[config.mk]
export PLATFORM = sky130hd
export DESIGN_NAME = arcade_drive_mixer_top
export DESIGN_NICKNAME = d
export VERILOG_FILES = /design/src/rtl/adm_pkg.sv /design/src/rtl/arcade_drive_mixer_top.sv
export VERILOG_INCLUDE_DIRS = /design/src /design/src/rtl
export SDC_FILE = /design/constraint.sdc
export NUM_CORES = 1
export LEC_CHECK = 0
export ABC_AREA = 1
export CORE_MARGIN = 2
export CORE_UTILIZATION = 55
export CTS_CLUSTER_DIAMETER = 200
export DETAILED_ROUTE_END_ITERATION = 16
export DONT_BUFFER_PORTS = 1
export PLACE_DENSITY = 0.71
export SYNTH_ARGS = -nofsm -noshare
export SYNTH_HDL_FRONTEND = slang
export SYNTH_SLANG_ARGS = --single-unit
[constraint.sdc]
create_clock -name clk -period 2.74 [get_ports clk]
set_clock_uncertainty 0.2 [all_clocks]
set_input_delay 0 -clock clk [delete_from_list [all_inputs] [get_ports clk]]
set_output_delay 0 -clock clk [all_outputs]
set_load 0.02 [all_outputs]
[src/rtl/arcade_drive_mixer_top_defines.svh]
// Assertion macros shared by the drive mixer RTL.
`ifndef ARCADE_DRIVE_MIXER_TOP_DEFINES_SVH
`define ARCADE_DRIVE_MIXER_TOP_DEFINES_SVH

// Check that a condition implies a consequence in the same cycle.
`define ADM_ASSERT_IMPL(label, cond, cons, msg) \
  label: assert property (@(posedge clk) disable iff (!rst_n) (cond) |-> (cons)) \
    else $error(msg);

// Check that a condition implies a consequence in the next cycle.
`define ADM_ASSERT_NEXT(label, cond, cons, msg) \
  label: assert property (@(posedge clk) disable iff (!rst_n) (cond) |=> (cons)) \
    else $error(msg);

`endif

[src/rtl/adm_pkg.sv]
// Package of types and constants for the arcade drive mixer.
`default_nettype none
package adm_pkg;

  localparam int ADM_CHANNELS = 8;
  localparam int ADM_DRIVE_W  = 16;
  localparam int ADM_MIX_W    = 18;
  localparam int ADM_CFG_W    = 8;

  typedef logic signed [ADM_DRIVE_W-1:0] drive_t;
  typedef logic signed [ADM_MIX_W-1:0]   mix_t;
  typedef logic [ADM_CHANNELS-1:0]       chan_mask_t;

  localparam drive_t ADM_UNITY     = 16'sd16384;
  localparam drive_t ADM_NEG_UNITY = -16'sd16384;
  localparam mix_t   ADM_MIX_UNITY = 18'sd16384;
  localparam mix_t   ADM_MIX_NEG_UNITY = -18'sd16384;

  // Command codes
  localparam logic [1:0] ACT_ARCADE = 2'd0;
  localparam logic [1:0] ACT_RIGHT  = 2'd1;
  localparam logic [1:0] ACT_LEFT   = 2'd2;
  localparam logic [1:0] ACT_NONE   = 2'd3;

  // Configuration register indexes
  localparam logic [1:0] REG_PRESENT    = 2'd0;
  localparam logic [1:0] REG_REVERSE    = 2'd1;
  localparam logic [1:0] REG_RIGHT_SIDE = 2'd2;

  localparam chan_mask_t RIGHT_SIDE_RESET = 8'hF0;

  // Saturate a raw command to plus or minus unity
  function automatic drive_t clamp_unit(input drive_t x);
    drive_t res;
    if (x > ADM_UNITY) res = ADM_UNITY;
    else if (x < ADM_NEG_UNITY) res = ADM_NEG_UNITY;
    else res = x;
    return res;
  endfunction

endpackage
`default_nettype wire

[src/rtl/arcade_drive_mixer_top.sv]
// Top level of the arcade drive mixer: five-stage pipeline and config registers.
`default_nettype none
`include "arcade_drive_mixer_top_defines.svh"
// Takes one command per clock and gives the eight drive values and the write
// mask after every stage, for one cycle, marked by out_strobe.
// The pipeline never stalls, so busy stays low and a command may be given on
// every clock; the stages are clamp, side mix, positive desaturation, negative
// desaturation and per-channel routing with sign reversal. Configuration
// registers are read at the routing stage and should only be written while no
// command is in flight. A result must be taken in its strobe cycle.
module arcade_drive_mixer_top
  import adm_pkg::*;
(
  input  wire logic                 clk,
  input  wire logic                 rst_n,
  input  wire logic                 start,
  output logic                      busy,
  input  wire logic [1:0]           in_action,
  input  wire logic signed [15:0]   in_speed,
  input  wire logic signed [15:0]   in_turn,
  input  wire logic                 cfg_we,
  input  wire logic [1:0]           cfg_index,
  input  wire logic [ADM_CFG_W-1:0] cfg_wdata,
  output logic                      out_strobe,
  output logic signed [15:0]        out_drive_0,
  output logic signed [15:0]        out_drive_1,
  output logic signed [15:0]        out_drive_2,
  output logic signed [15:0]        out_drive_3,
  output logic signed [15:0]        out_drive_4,
  output logic signed [15:0]        out_drive_5,
  output logic signed [15:0]        out_drive_6,
  output logic signed [15:0]        out_drive_7,
  output logic [7:0]                out_write_mask
);

  logic in_fire;

  chan_mask_t present_r, reverse_r, right_r;

  logic       s1_vld_r, s2_vld_r, s3_vld_r, s4_vld_r, out_strobe_r;
  logic [1:0] s1_act_r, s2_act_r, s3_act_r, s4_act_r;
  drive_t     s1_speed_r, s1_half_r;
  mix_t       s2_rv_r, s2_lv_r;
  mix_t       s3_rv_r, s3_lv_r, s3_rv_nxt, s3_lv_nxt;
  mix_t       s4_rv_r, s4_lv_r, s4_rv_nxt, s4_lv_nxt;

  drive_t     drive_r [ADM_CHANNELS];
  drive_t     drive_nxt [ADM_CHANNELS];
  chan_mask_t wmask_r, wmask_nxt;

  assign busy    = 1'b0;
  assign in_fire = start && !busy;

  // Hold the configuration registers
  always_ff @(posedge clk) begin
    if (!rst_n) begin
      present_r <= '0;
      reverse_r <= '0;
      right_r   <= RIGHT_SIDE_RESET;
    end else if (cfg_we) begin
      case (cfg_index)
        REG_PRESENT:    present_r <= cfg_wdata;
        REG_REVERSE:    reverse_r <= cfg_wdata;
        REG_RIGHT_SIDE: right_r   <= cfg_wdata;
        default: ;
      endcase
    end
  end

  // Advance the valid bits
  always_ff @(posedge clk) begin
    if (!rst_n) begin
      s1_vld_r     <= 1'b0;
      s2_vld_r     <= 1'b0;
      s3_vld_r     <= 1'b0;
      s4_vld_r     <= 1'b0;
      out_strobe_r <= 1'b0;
    end else begin
      s1_vld_r     <= in_fire;
      s2_vld_r     <= s1_vld_r;
      s3_vld_r     <= s2_vld_r;
      s4_vld_r     <= s3_vld_r;
      out_strobe_r <= s4_vld_r;
    end
  end

  // Stage 1: clamp both commands and halve the turn (floor)
  always_ff @(posedge clk) begin
    drive_t turn_c;
    turn_c     = clamp_unit(in_turn);
    s1_act_r   <= in_action;
    s1_speed_r <= clamp_unit(in_speed);
    s1_half_r  <= turn_c >>> 1;
  end

  // Stage 2: mix the two sides; a side-only command carries its clamped speed
  // on both sides, which the desaturation stages leave untouched
  always_ff @(posedge clk) begin
    s2_act_r <= s1_act_r;
    if (s1_act_r == ACT_ARCADE) begin
      s2_rv_r <= mix_t'(s1_speed_r) - mix_t'(s1_half_r);
      s2_lv_r <= mix_t'(s1_speed_r) + mix_t'(s1_half_r);
    end else begin
      s2_rv_r <= mix_t'(s1_speed_r);
      s2_lv_r <= mix_t'(s1_speed_r);
    end
  end

  // Stage 3: move any overflow above unity onto the other side
  always_comb begin
    s3_rv_nxt = s2_rv_r;
    s3_lv_nxt = s2_lv_r;
    if (s2_lv_r > ADM_MIX_UNITY) begin
      s3_rv_nxt = s2_rv_r - s2_lv_r + ADM_MIX_UNITY;
      s3_lv_nxt = ADM_MIX_UNITY;
    end else if (s2_rv_r > ADM_MIX_UNITY) begin
      s3_lv_nxt = s2_lv_r - s2_rv_r + ADM_MIX_UNITY;
      s3_rv_nxt = ADM_MIX_UNITY;
    end
  end

  always_ff @(posedge clk) begin
    s3_act_r <= s2_act_r;
    s3_rv_r  <= s3_rv_nxt;
    s3_lv_r  <= s3_lv_nxt;
  end

  // Stage 4: move any overflow below minus unity onto the other side
  always_comb begin
    s4_rv_nxt = s3_rv_r;
    s4_lv_nxt = s3_lv_r;
    if (s3_lv_r < ADM_MIX_NEG_UNITY) begin
      s4_rv_nxt = s3_rv_r - s3_lv_r + ADM_MIX_NEG_UNITY;
      s4_lv_nxt = ADM_MIX_NEG_UNITY;
    end else if (s3_rv_r < ADM_MIX_NEG_UNITY) begin
      s4_lv_nxt = s3_lv_r - s3_rv_r + ADM_MIX_NEG_UNITY;
      s4_rv_nxt = ADM_MIX_NEG_UNITY;
    end
  end

  always_ff @(posedge clk) begin
    s4_act_r <= s3_act_r;
    s4_rv_r  <= s4_rv_nxt;
    s4_lv_r  <= s4_lv_nxt;
  end

  // Stage 5: pick the side values for the command and route them per channel
  always_comb begin
    drive_t rv, lv, v;
    rv        = drive_t'(s4_rv_r[ADM_DRIVE_W-1:0]);
    lv        = drive_t'(s4_lv_r[ADM_DRIVE_W-1:0]);
    wmask_nxt = '0;
    case (s4_act_r)
      ACT_ARCADE: begin
        wmask_nxt = present_r;
      end
      ACT_RIGHT: begin
        lv        = '0;
        wmask_nxt = present_r & right_r;
      end
      ACT_LEFT: begin
        rv        = '0;
        wmask_nxt = present_r & ~right_r;
      end
      default: begin
        wmask_nxt = '0;
      end
    endcase
    for (int k = 0; k < ADM_CHANNELS; k++) begin
      v = right_r[k] ? rv : lv;
      if (reverse_r[k]) v = -v;
      drive_nxt[k] = wmask_nxt[k] ? v : '0;
    end
  end

  always_ff @(posedge clk) begin
    wmask_r <= wmask_nxt;
    for (int k = 0; k < ADM_CHANNELS; k++) begin
      drive_r[k] <= drive_nxt[k];
    end
  end

  assign out_strobe     = out_strobe_r;
  assign out_write_mask = wmask_r;
  assign out_drive_0    = drive_r[0];
  assign out_drive_1    = drive_r[1];
  assign out_drive_2    = drive_r[2];
  assign out_drive_3    = drive_r[3];
  assign out_drive_4    = drive_r[4];
  assign out_drive_5    = drive_r[5];
  assign out_drive_6    = drive_r[6];
  assign out_drive_7    = drive_r[7];

  // Checks on the pipeline
  `ADM_ASSERT_NEXT(a_enter_stage1, in_fire, s1_vld_r, "transfer did not enter the pipeline")
  `ADM_ASSERT_IMPL(a_desat_range,
    s4_vld_r && s4_act_r == ACT_ARCADE,
    s4_rv_r <= ADM_MIX_UNITY && s4_rv_r >= ADM_MIX_NEG_UNITY &&
    s4_lv_r <= ADM_MIX_UNITY && s4_lv_r >= ADM_MIX_NEG_UNITY,
    "desaturated side value out of range")
  `ADM_ASSERT_NEXT(a_unused_code,
    s4_vld_r && s4_act_r == ACT_NONE,
    out_strobe_r && wmask_r == '0,
    "unused command code wrote a channel")

  for (genvar g = 0; g < ADM_CHANNELS; g++) begin : g_chk
    `ADM_ASSERT_IMPL(a_unwritten_zero, out_strobe_r && !wmask_r[g], drive_r[g] == '0,
      "unwritten channel carries a non-zero drive")
  end

endmodule
`default_nettype wire

==> summary.txt, run 1 <==
Routing
  • Initial DRT Pass Iterations: 6
  • Final routed DRC violation total: 0
  • Vias per inst: about 5.7
  • Antenna-violating nets left: 0
  • WL/cell: 18.5 µm
  • DR vias: 21600
  • Total Wirelength: 70300 µm
  • DRT iter0 DRCs: 2011

Run status
  • Status: finished, final reports clean

Floorplanning
  • Total core area: between 30000 and 40000 µm²
  • Initial Util: 55.6%
  • Io pins: roughly 190
  • Die Width: 196 µm
  • Die Y: 196 µm
  • Die area: 38400 µm²
  • Row Count: 70

CTS
  • Worst-Skew Late Latency: 0.56 ns
  • Clk pin slew, worst setup/hold paths: approximately 0.060 ns
  • Clk buf depth: 3
  • Num CTS Buffers: 35
  • TritonCTS clock tree: done
  • Clock H-tree levels: 2
  • Clock Sinks: 305
  • Root Buffer: clkbuf_16

GRT
  • Largest net degree at the start of global routing: 40
  • Met3 Use GR: roughly 6%
  • Vias in the first global route: slightly above 20000
  • Grt met2 use: 62.5%
  • Tot GR Track Use: 36.2%
  • GR Util met1: ~43%
  • Congestion Overflow GR: 0
  • First-pass GRT wire length: 110000 µm
  • Initial antenna violation count: 3
  • GRT busiest layer: met2

Yosys
  • Syn Inst Count: 3199
  • Top-area cell type share of the netlist area: 30.1%
  • Syn_nets: 3412
  • Largest cells by area after synthesis: dfxtp_1 (30%), nand2_1 (16%), ha_1 (9.9%), inv_1 (7.2%), nand3_1 (6.7%)
  • Synthesized area per cell: ~6.3 µm²
  • Synthesis-stage register bit count: 305
  • Compound-Gate Fraction of Synth Area: roughly 14%
  • Distinct cell type count after synthesis: 45
  • Mapped cell area: 20300 µm²
  • Post-Synth Simple-Gate Area: 34.4%
  • Async S/R FF share, synth: 0%
  • Mux cell area share after synthesis: 0%
  • Area leader, netlist: dfxtp_1
  • Largest family of logic cells by synthesized area: simple AND/OR/NAND/NOR gates
  • Synth Flop Type: dfxtp_1
  • Syn. warnings: 0
  • Register area share after synthesis: 30.1%
  • Synth Area in XOR/XNOR: 1.08%
  • Post-synthesis adder-cell area fraction: 10.3%
  • EDFF count, synth: 0

Final layout
  • Layout cell share with drive strength beyond 1: under 10%
  • Fill cells: between 3000 and 4000
  • Register area: 6110 µm²
  • Layout area overhead: 15.5%
  • Multi-input gate area: 12200 µm²
  • Final-stage net count: 3526

Hold path
  • Min-delay worst type: in -> reg

Setup path
  • Worst path required time: 2.98 ns
  • CP arrival: roughly 2.9 ns
  • CP startpoint kind: primary input
  • WS Path Type: in -> reg
  • Crit path max fanout: 16
  • Crit end category: register

STA
  • Final min period: roughly 2.6 ns
  • Final worst path period share: 95.7%
  • FMAX: 381 MHz
  • Slew Viols, Final: 0
  • Final hold slack: 0.0904 ns
  • Slew @ Worst Pin: 1.12 ns
  • Worst slew margin: about a quarter
  • Final Hold Violating Endpoints: 0
  • Setup violations, final: 0

Power
  • Pwr/cell area: 902 nW/µm²
  • Final Power: around 21000 µW
  • Max VDD drop: 0.606 mV
  • Pleak: 0.0115 µW

Placement
  • DP Wirelength: 51300 µm
  • # port buffers: 0
  • Final Wtd Congestion: 0.964

Run
  • Total of max-cap violations: 0
-- what timing repair did --
item,4_1_cts,5_1_grt
buffers inserted,0,1
hold endpoints to repair,62,0
hold buffers,126,0
gates resized for setup,2,44
pin swaps,0,1
setup endpoints to repair,17,111
gates cloned,0,0
-- cells in the mapped netlist, drive strengths merged, types with 3 or more instances --
| master | n |
|---|---|
| ha | 161 |
| or2 | 3 |
| xnor2 | 12 |
| nand4 | 38 |
| and3 | 4 |
| nand3 | 277 |
| a21o | 6 |
| o22ai | 8 |
| nor2 | 385 |
| clkinv | 3 |
| o21ai | 252 |
| xor2 | 13 |
| buf | 62 |
| a31oi | 8 |
| nand3b | 6 |
| clkbuf | 51 |
| a21oi | 207 |
| o21bai | 18 |
| dfxtp | 305 |
| nor3 | 46 |
| nand2 | 894 |
| o21a | 12 |
| inv | 405 |
| fa | 4 |
| o211ai | 7 |
| and2 | 4 |
-- state kept, by name, summed over array words and instances, names as in the netlist, 8 cells and up, named ones only --
signal and count:
s3_rv_r 17, s1_speed_r 16, s4_lv_r 16, out_write_mask 8, s2_lv_r 17, s3_lv_r 17
present_r 8, s4_rv_r 16, drive_r 128, s2_rv_r 16, s1_half_r 15, reverse_r 8
right_r 8
-- cell type report --
class | count | area share [%]
multi-input combinational | 2373 | 52.1
sequential | 305 | 26.1
timing repair buffer | 190 | 7.66
inverter | 408 | 6.62
clock buffer | 45 | 4.12
tap | 468 | 2.50
clock inverter | 18 | 0.882
antenna | 1 | 0.0107
-- cells in the final DEF, fill, tap and decap left out, types with 18 or more instances in the layout --
master         synthesis  final
o21ai_0              220    216
inv_1                389    388
nand3_1              271    271
nand2_1              884    875
buf_4                 16     60
nor2_1               360    355
ha_1                 161    154
nand4_1               38     38
dfxtp_1              305    304
a21oi_1              207    207
nor2_2                23     25
dlygate4sd3_1          0    126
nor3_1                37     37
clkbuf_16              0     36
o21ai_1               26     27
o21bai_1              18     18
-- cell families after synthesis --
logic type      count (synthesis)
fa+ha+maj                     165
xor+xnor                       25
other cells                     2
simple gates                 1660
flops                         305
buf+inv                       521
compound gates                521
-- through the flow --
step           utilization [%]  setup slack (ns)  area (µm²)  TNS [ns]  cells
5_1_grt                   64.2          -0.00698       23400   -0.0107   3808
4_1_cts                   63.8            0.0115       23200         0   3806
3_3_place_gp              57.1            0.0246       20800         0   3617
6_report                  64.2             0.117       23400         0   3808
3_5_place_dp              57.1           -0.0867       20800    -0.574   3617
2_1_floorplan                -             0.379       20300         0   3199
-- final timing paths --
path,start,endpoint,slack [ns],cells past startpoint
max reg2reg,s4_act_r[0]$_DFF_P_,drive_r[0][47]$_SDFF_PN0_,0.13,10
min reg2reg,s2_act_r[1]$_DFF_P_,s3_act_r[1]$_DFF_P_,0.14,0
min,cfg_wdata[7],reverse_r[7]$_SDFFE_PN0P_,0.09,3
max,cfg_index[1],reverse_r[0]$_SDFFE_PN0P_,0.12,9
-- routing by layer --
metal | wire (µm) | share of wire, % | up-vias
li1 | - | - | 10500
met1 | 27600 | 39 | 9786
met2 | 33300 | 47 | 1038
met3 | 4960 | 7.0 | 287
met4 | 4460 | 6.3 | 2
met5 | 16 | 0.023 | -
-- report_power, final --
part	internal [µW]	switching [µW]	total, µW
registers	4980	657	5630
clock network	2810	1980	4800
logic	3570	7100	10700
total	11400	9740	21100
-- critical path, stage by stage --
cell and delay (ns):
dlygate4sd3_1 0.56, inv_1 0.10, nand3_1 0.08, dlygate4sd3_1 0.56
buf_4 0.22, o21ai_0 0.18, dlygate4sd3_1 0.58, a21oi_1 0.04
dlygate4sd3_1 0.56
No activity file was read; power rests on OpenSTA's default activity.
==> inputs of run 2 (changes only) <==
- ABC_AREA: 1 -> not set
- ABC_CLOCK_PERIOD_IN_PS: not set -> 2740
- CELL_PAD_IN_SITES_DETAIL_PLACEMENT: not set -> 1
- CELL_PAD_IN_SITES_GLOBAL_PLACEMENT: not set -> 2
- CORE_UTILIZATION: 55 -> 38
- PLACE_DENSITY: 0.71 -> 0.81
==> run 2 against run 1 <==
Compared with the run above: the run now ends with negative setup slack left; critical path depth up 5; clock power up 7.3%; highest routed layer is now met4; critical path type is now reg -> reg; die area up 32%.
==> summary.txt, run 2 <==
Power
  • Max VDD drop: 0.481 mV (-21%)
  • Final Power: 25900 µW (+23%)
  • Pleak: 0.0111 µW (-3.8%)
  • Pwr/cell area: 998 nW/µm² (+11%)

Routing
  • Vias per inst: 5.51 (-2.9%)
  • Initial DRT Pass Iterations: 5 (-1)
  • WL/cell: 23.3 µm (+26%)
  • Final routed DRC violation total: 0 (unchanged)
  • Total Wirelength: 79900 µm (+14%)
  • DRT iter0 DRCs: 1033 (-49%)
  • DR vias: 18900 (-13%)
  • Antenna-violating nets left: 0 (unchanged)

Run
  • Total of max-cap violations: 0 (unchanged)

Placement
  • # port buffers: 0 (unchanged)
  • Pre-CTS WS: -0.370 ns (-0.283 ns)
  • Final Wtd Congestion: 0.920 (-4.5%)
  • Placed cells: 3210 (-11%)
  • Placed Area: 21700 µm² (+4.3%)
  • DP Wirelength: 52100 µm (+1.7%)

Setup path
  • R2r endpoint: s4_lv_r[15]$_SDFF_PN1_
  • Crit path from: s3_rv_r[1]$_DFF_P_
  • CP max stage cell: fa_2
  • CP Capture Point: s4_lv_r[15]$_SDFF_PN1_
  • CP Cell Sequence: inv_2, ha_4, ha_4, inv_2, fa_2, nor2b_4, o21ai_2, a21oi_2, a211oi_2, a211o_1, a21oi_2, mux2_4, a21oi_2, a31oi_1
  • Largest stage delay on the critical path: 0.37 ns (-0.21 ns)
  • WS Path Type: reg -> reg
  • CP arrival: 3.19 ns (+0.33 ns)
  • R2R Setup Slk: -0.23 ns (-0.36 ns)
  • Most common cell on crit path: a21oi_2
  • Worst reg2reg startpoint: s3_rv_r[1]$_DFF_P_
  • Worst path depth: 14 (+5)
  • Crit path max-delay family: compound AO/OA/AOI/OAI gates
  • Worst path required time: 2.96 ns (-0.02 ns)
  • Buf+Inv Stages, Crit Path: 2 (-4)
  • CP startpoint kind: register
  • Crit end category: register
  • R2r worst-path depth: 14 (+4)
  • Crit path max fanout: 2 (-14)

Hold path
  • Min-delay worst type: in -> reg
  • Hold Path Origin: cfg_wdata[7]

Floorplanning
  • Die Width: 225 µm (+15%)
  • Die area: 50800 µm² (+32%)
  • Row Count: 81 (+16%)
  • Die Y: 225 µm (+15%)
  • Total core area: 48600 µm² (+34%)
  • Initial Util: 38.3% (-17 points)
  • Io pins: 186 (unchanged)

Final layout
  • Commonest non-fill, non-tap cell in the layout: buf_4
  • Final-stage net count: 2991 (-15%)
  • Commonest non-fill, non-tap cells in the layout: buf_4 (384), nor2_1 (311), dfxtp_1 (281)
  • Layout area overhead: 39.6%
  • Final std cells w/o fill: 3427 (-10%)
  • Final instance area: 26000 µm² (+11%)
  • Layout cell share with drive strength beyond 1: 27.6% (+21 points)
  • Max reg flops: 128 (unchanged)
  • Register with the most flip-flops: drive_r

GRT
  • Met3 Use GR: 4.21% (-1.7 points)
  • GR Util met1: 32.9% (-9.6 points)
  • Largest net degree at the start of global routing: 45 (+13%)
  • Tot GR Track Use: 29.0% (-7.1 points)
  • GRT busiest layer: met2
  • Grt met2 use: 51.9% (-11 points)
  • Initial antenna violation count: 1 (-2)
  • Congestion Overflow GR: 0 (unchanged)
  • Vias in the first global route: 19400 (-6.0%)
  • First-pass GRT wire length: 113000 µm (+3.2%)

Yosys
  • EDFF count, synth: 0 (unchanged)
  • Syn_nets: 2596 (-24%)
  • Largest cells by area after synthesis: dfxtp_1 (33%), ha_1 (11%), xnor2_1 (6.9%), nor2_1 (6.4%), a21oi_1 (6.0%)
  • Top-area cell type share of the netlist area: 32.8% (+2.6 points)
  • Synthesis-stage register bit count: 305 (unchanged)
  • Register area share after synthesis: 32.8% (+2.6 points)
  • Commonest cells in the netlist: nor2_1 (319), dfxtp_1 (305), a21oi_1 (222), nand2_1 (216), o21ai_0 (196)
  • Synthesized area per cell: 7.81 µm² (+23%)
  • Area leader, netlist: dfxtp_1
  • Synth Flop Type: dfxtp_1
  • Async S/R FF share, synth: 0% (unchanged)
  • Mapped cell area: 18600 µm² (-8.1%)
  • Syn. warnings: 0 (unchanged)
  • Most common cell in the netlist: nor2_1
  • Syn Inst Count: 2383 (-26%)
  • Distinct cell type count after synthesis: 79 (+76%)

Run status
  • Violated checks: negative setup slack
  • Status: complete, but fails checks

STA
  • Final hold slack: 0.0499 ns (-0.0405 ns)
  • Final Hold Violating Endpoints: 0 (unchanged)
  • Slew Viols, Final: 0 (unchanged)
  • Final min period: 2.97 ns (+0.347 ns)
  • FMAX: 337 MHz (-12%)
  • Setup violations, final: 32 (+32)
  • Slew @ Worst Pin: 1.13 ns (+0.00198 ns)
  • Setup slack after layout: -0.229 ns (-0.347 ns)
  • Worst slew margin: 24.7% (-0.13 points)
  • Final worst path period share: 108% (+13 points)
  • RSZ-0062 raised after global routing: yes

CTS
  • Clock H-tree levels: 2 (unchanged)
  • Clk pin slew, worst setup/hold paths: 0.06 ns (about the same)
  • TritonCTS clock tree: done
  • Clock Sinks: 305 (unchanged)
  • Clk buf depth: 3 (unchanged)
  • Worst-Skew Late Latency: 0.56 ns (about the same)
  • Root Buffer: clkbuf_16
  • Num CTS Buffers: 36 (+2.9%)
## run 2: cell count changes in the layout (fill, tap and decap cells not counted), sizes merged, moves of 66 or more
cell   previous run  this run
buf              64       420
inv             408       141
nand2           894       217
nand3           277        31
nor2            385       319
xnor2            12       146
## run 2: logic make-up (layout without fill, tap and decap cells)
group,Yosys count,after routing,synth area share (%)
simple gates,777,777,18.8
compound gates,612,612,19.5
flops,305,305,32.8
buf+inv,283,704,5.91
xor+xnor,193,193,9.08
fa+ha+maj,167,167,11.4
mux,44,44,2.51
other cells,2,3,0.0403
## run 2: through the flow
stage | util (%) | TNS [ns]
after floorplan | - | -0.197
after global placement | 44.6 | -8.55
after detailed placement | 44.6 | -12.99
after CTS | 50.7 | -1.12
after global routing | 53.4 | -8.20
final | 53.4 | -2.85
## run 2: where the power goes
part | internal (µW) | leakage (µW) | switching, µW
Clock | 3060 | 0.000610 | 2100
Sequential | 4980 | 0.00251 | 538
Combinational | 6900 | 0.00799 | 8370
Total | 14900 | 0.0111 | 11000
## run 2: worst min-delay path by stage
stage / to / cells past startpoint
floorplan: s1_act_r[0]$_DFF_P_ / 0
finish: right_r[7]$_SDFFE_PN1P_ / 3
global placement: s1_act_r[0]$_DFF_P_ / 0
detailed placement: s1_act_r[0]$_DFF_P_ / 0
CTS: right_r[7]$_SDFFE_PN1P_ / 3
global route: right_r[6]$_SDFFE_PN1P_ / 3
## run 2: what timing repair did
action	CTS	global route
endpoints found under the setup margin	101	100
hold buffers	80	0
gates cloned	0	0
hold endpoints to repair	62	0
pin swaps	80	137
setup buffers	30	50
resized for setup	152	214
## run 2: area by class of cell
cell class	count	area, µm²
Antenna cell	1	2.50
Clock buffer	48	1040
Clock inverter	16	208
Fill cell	5743	22600
Inverter	140	533
Multi-Input combinational cell	1795	13100
Sequential cell	305	6150
Tap cell	622	778
Timing Repair Buffer	500	4190
## run 2: tightest hold or removal path, delay by kind of cell
family / cells / cell delay, ns
buffers and inverters: 1 / 0.62
AND/OR/NAND/NOR: 1 / 0.06
multiplexers: 1 / 0.09
## run 2: layer usage
layer / up-vias / share of wire, %
met3: 261 / 4.4
met2: 589 / 50
li1: 8812 / -
met1: 9220 / 39
met4: 0 / 6.5
met5: - / 0
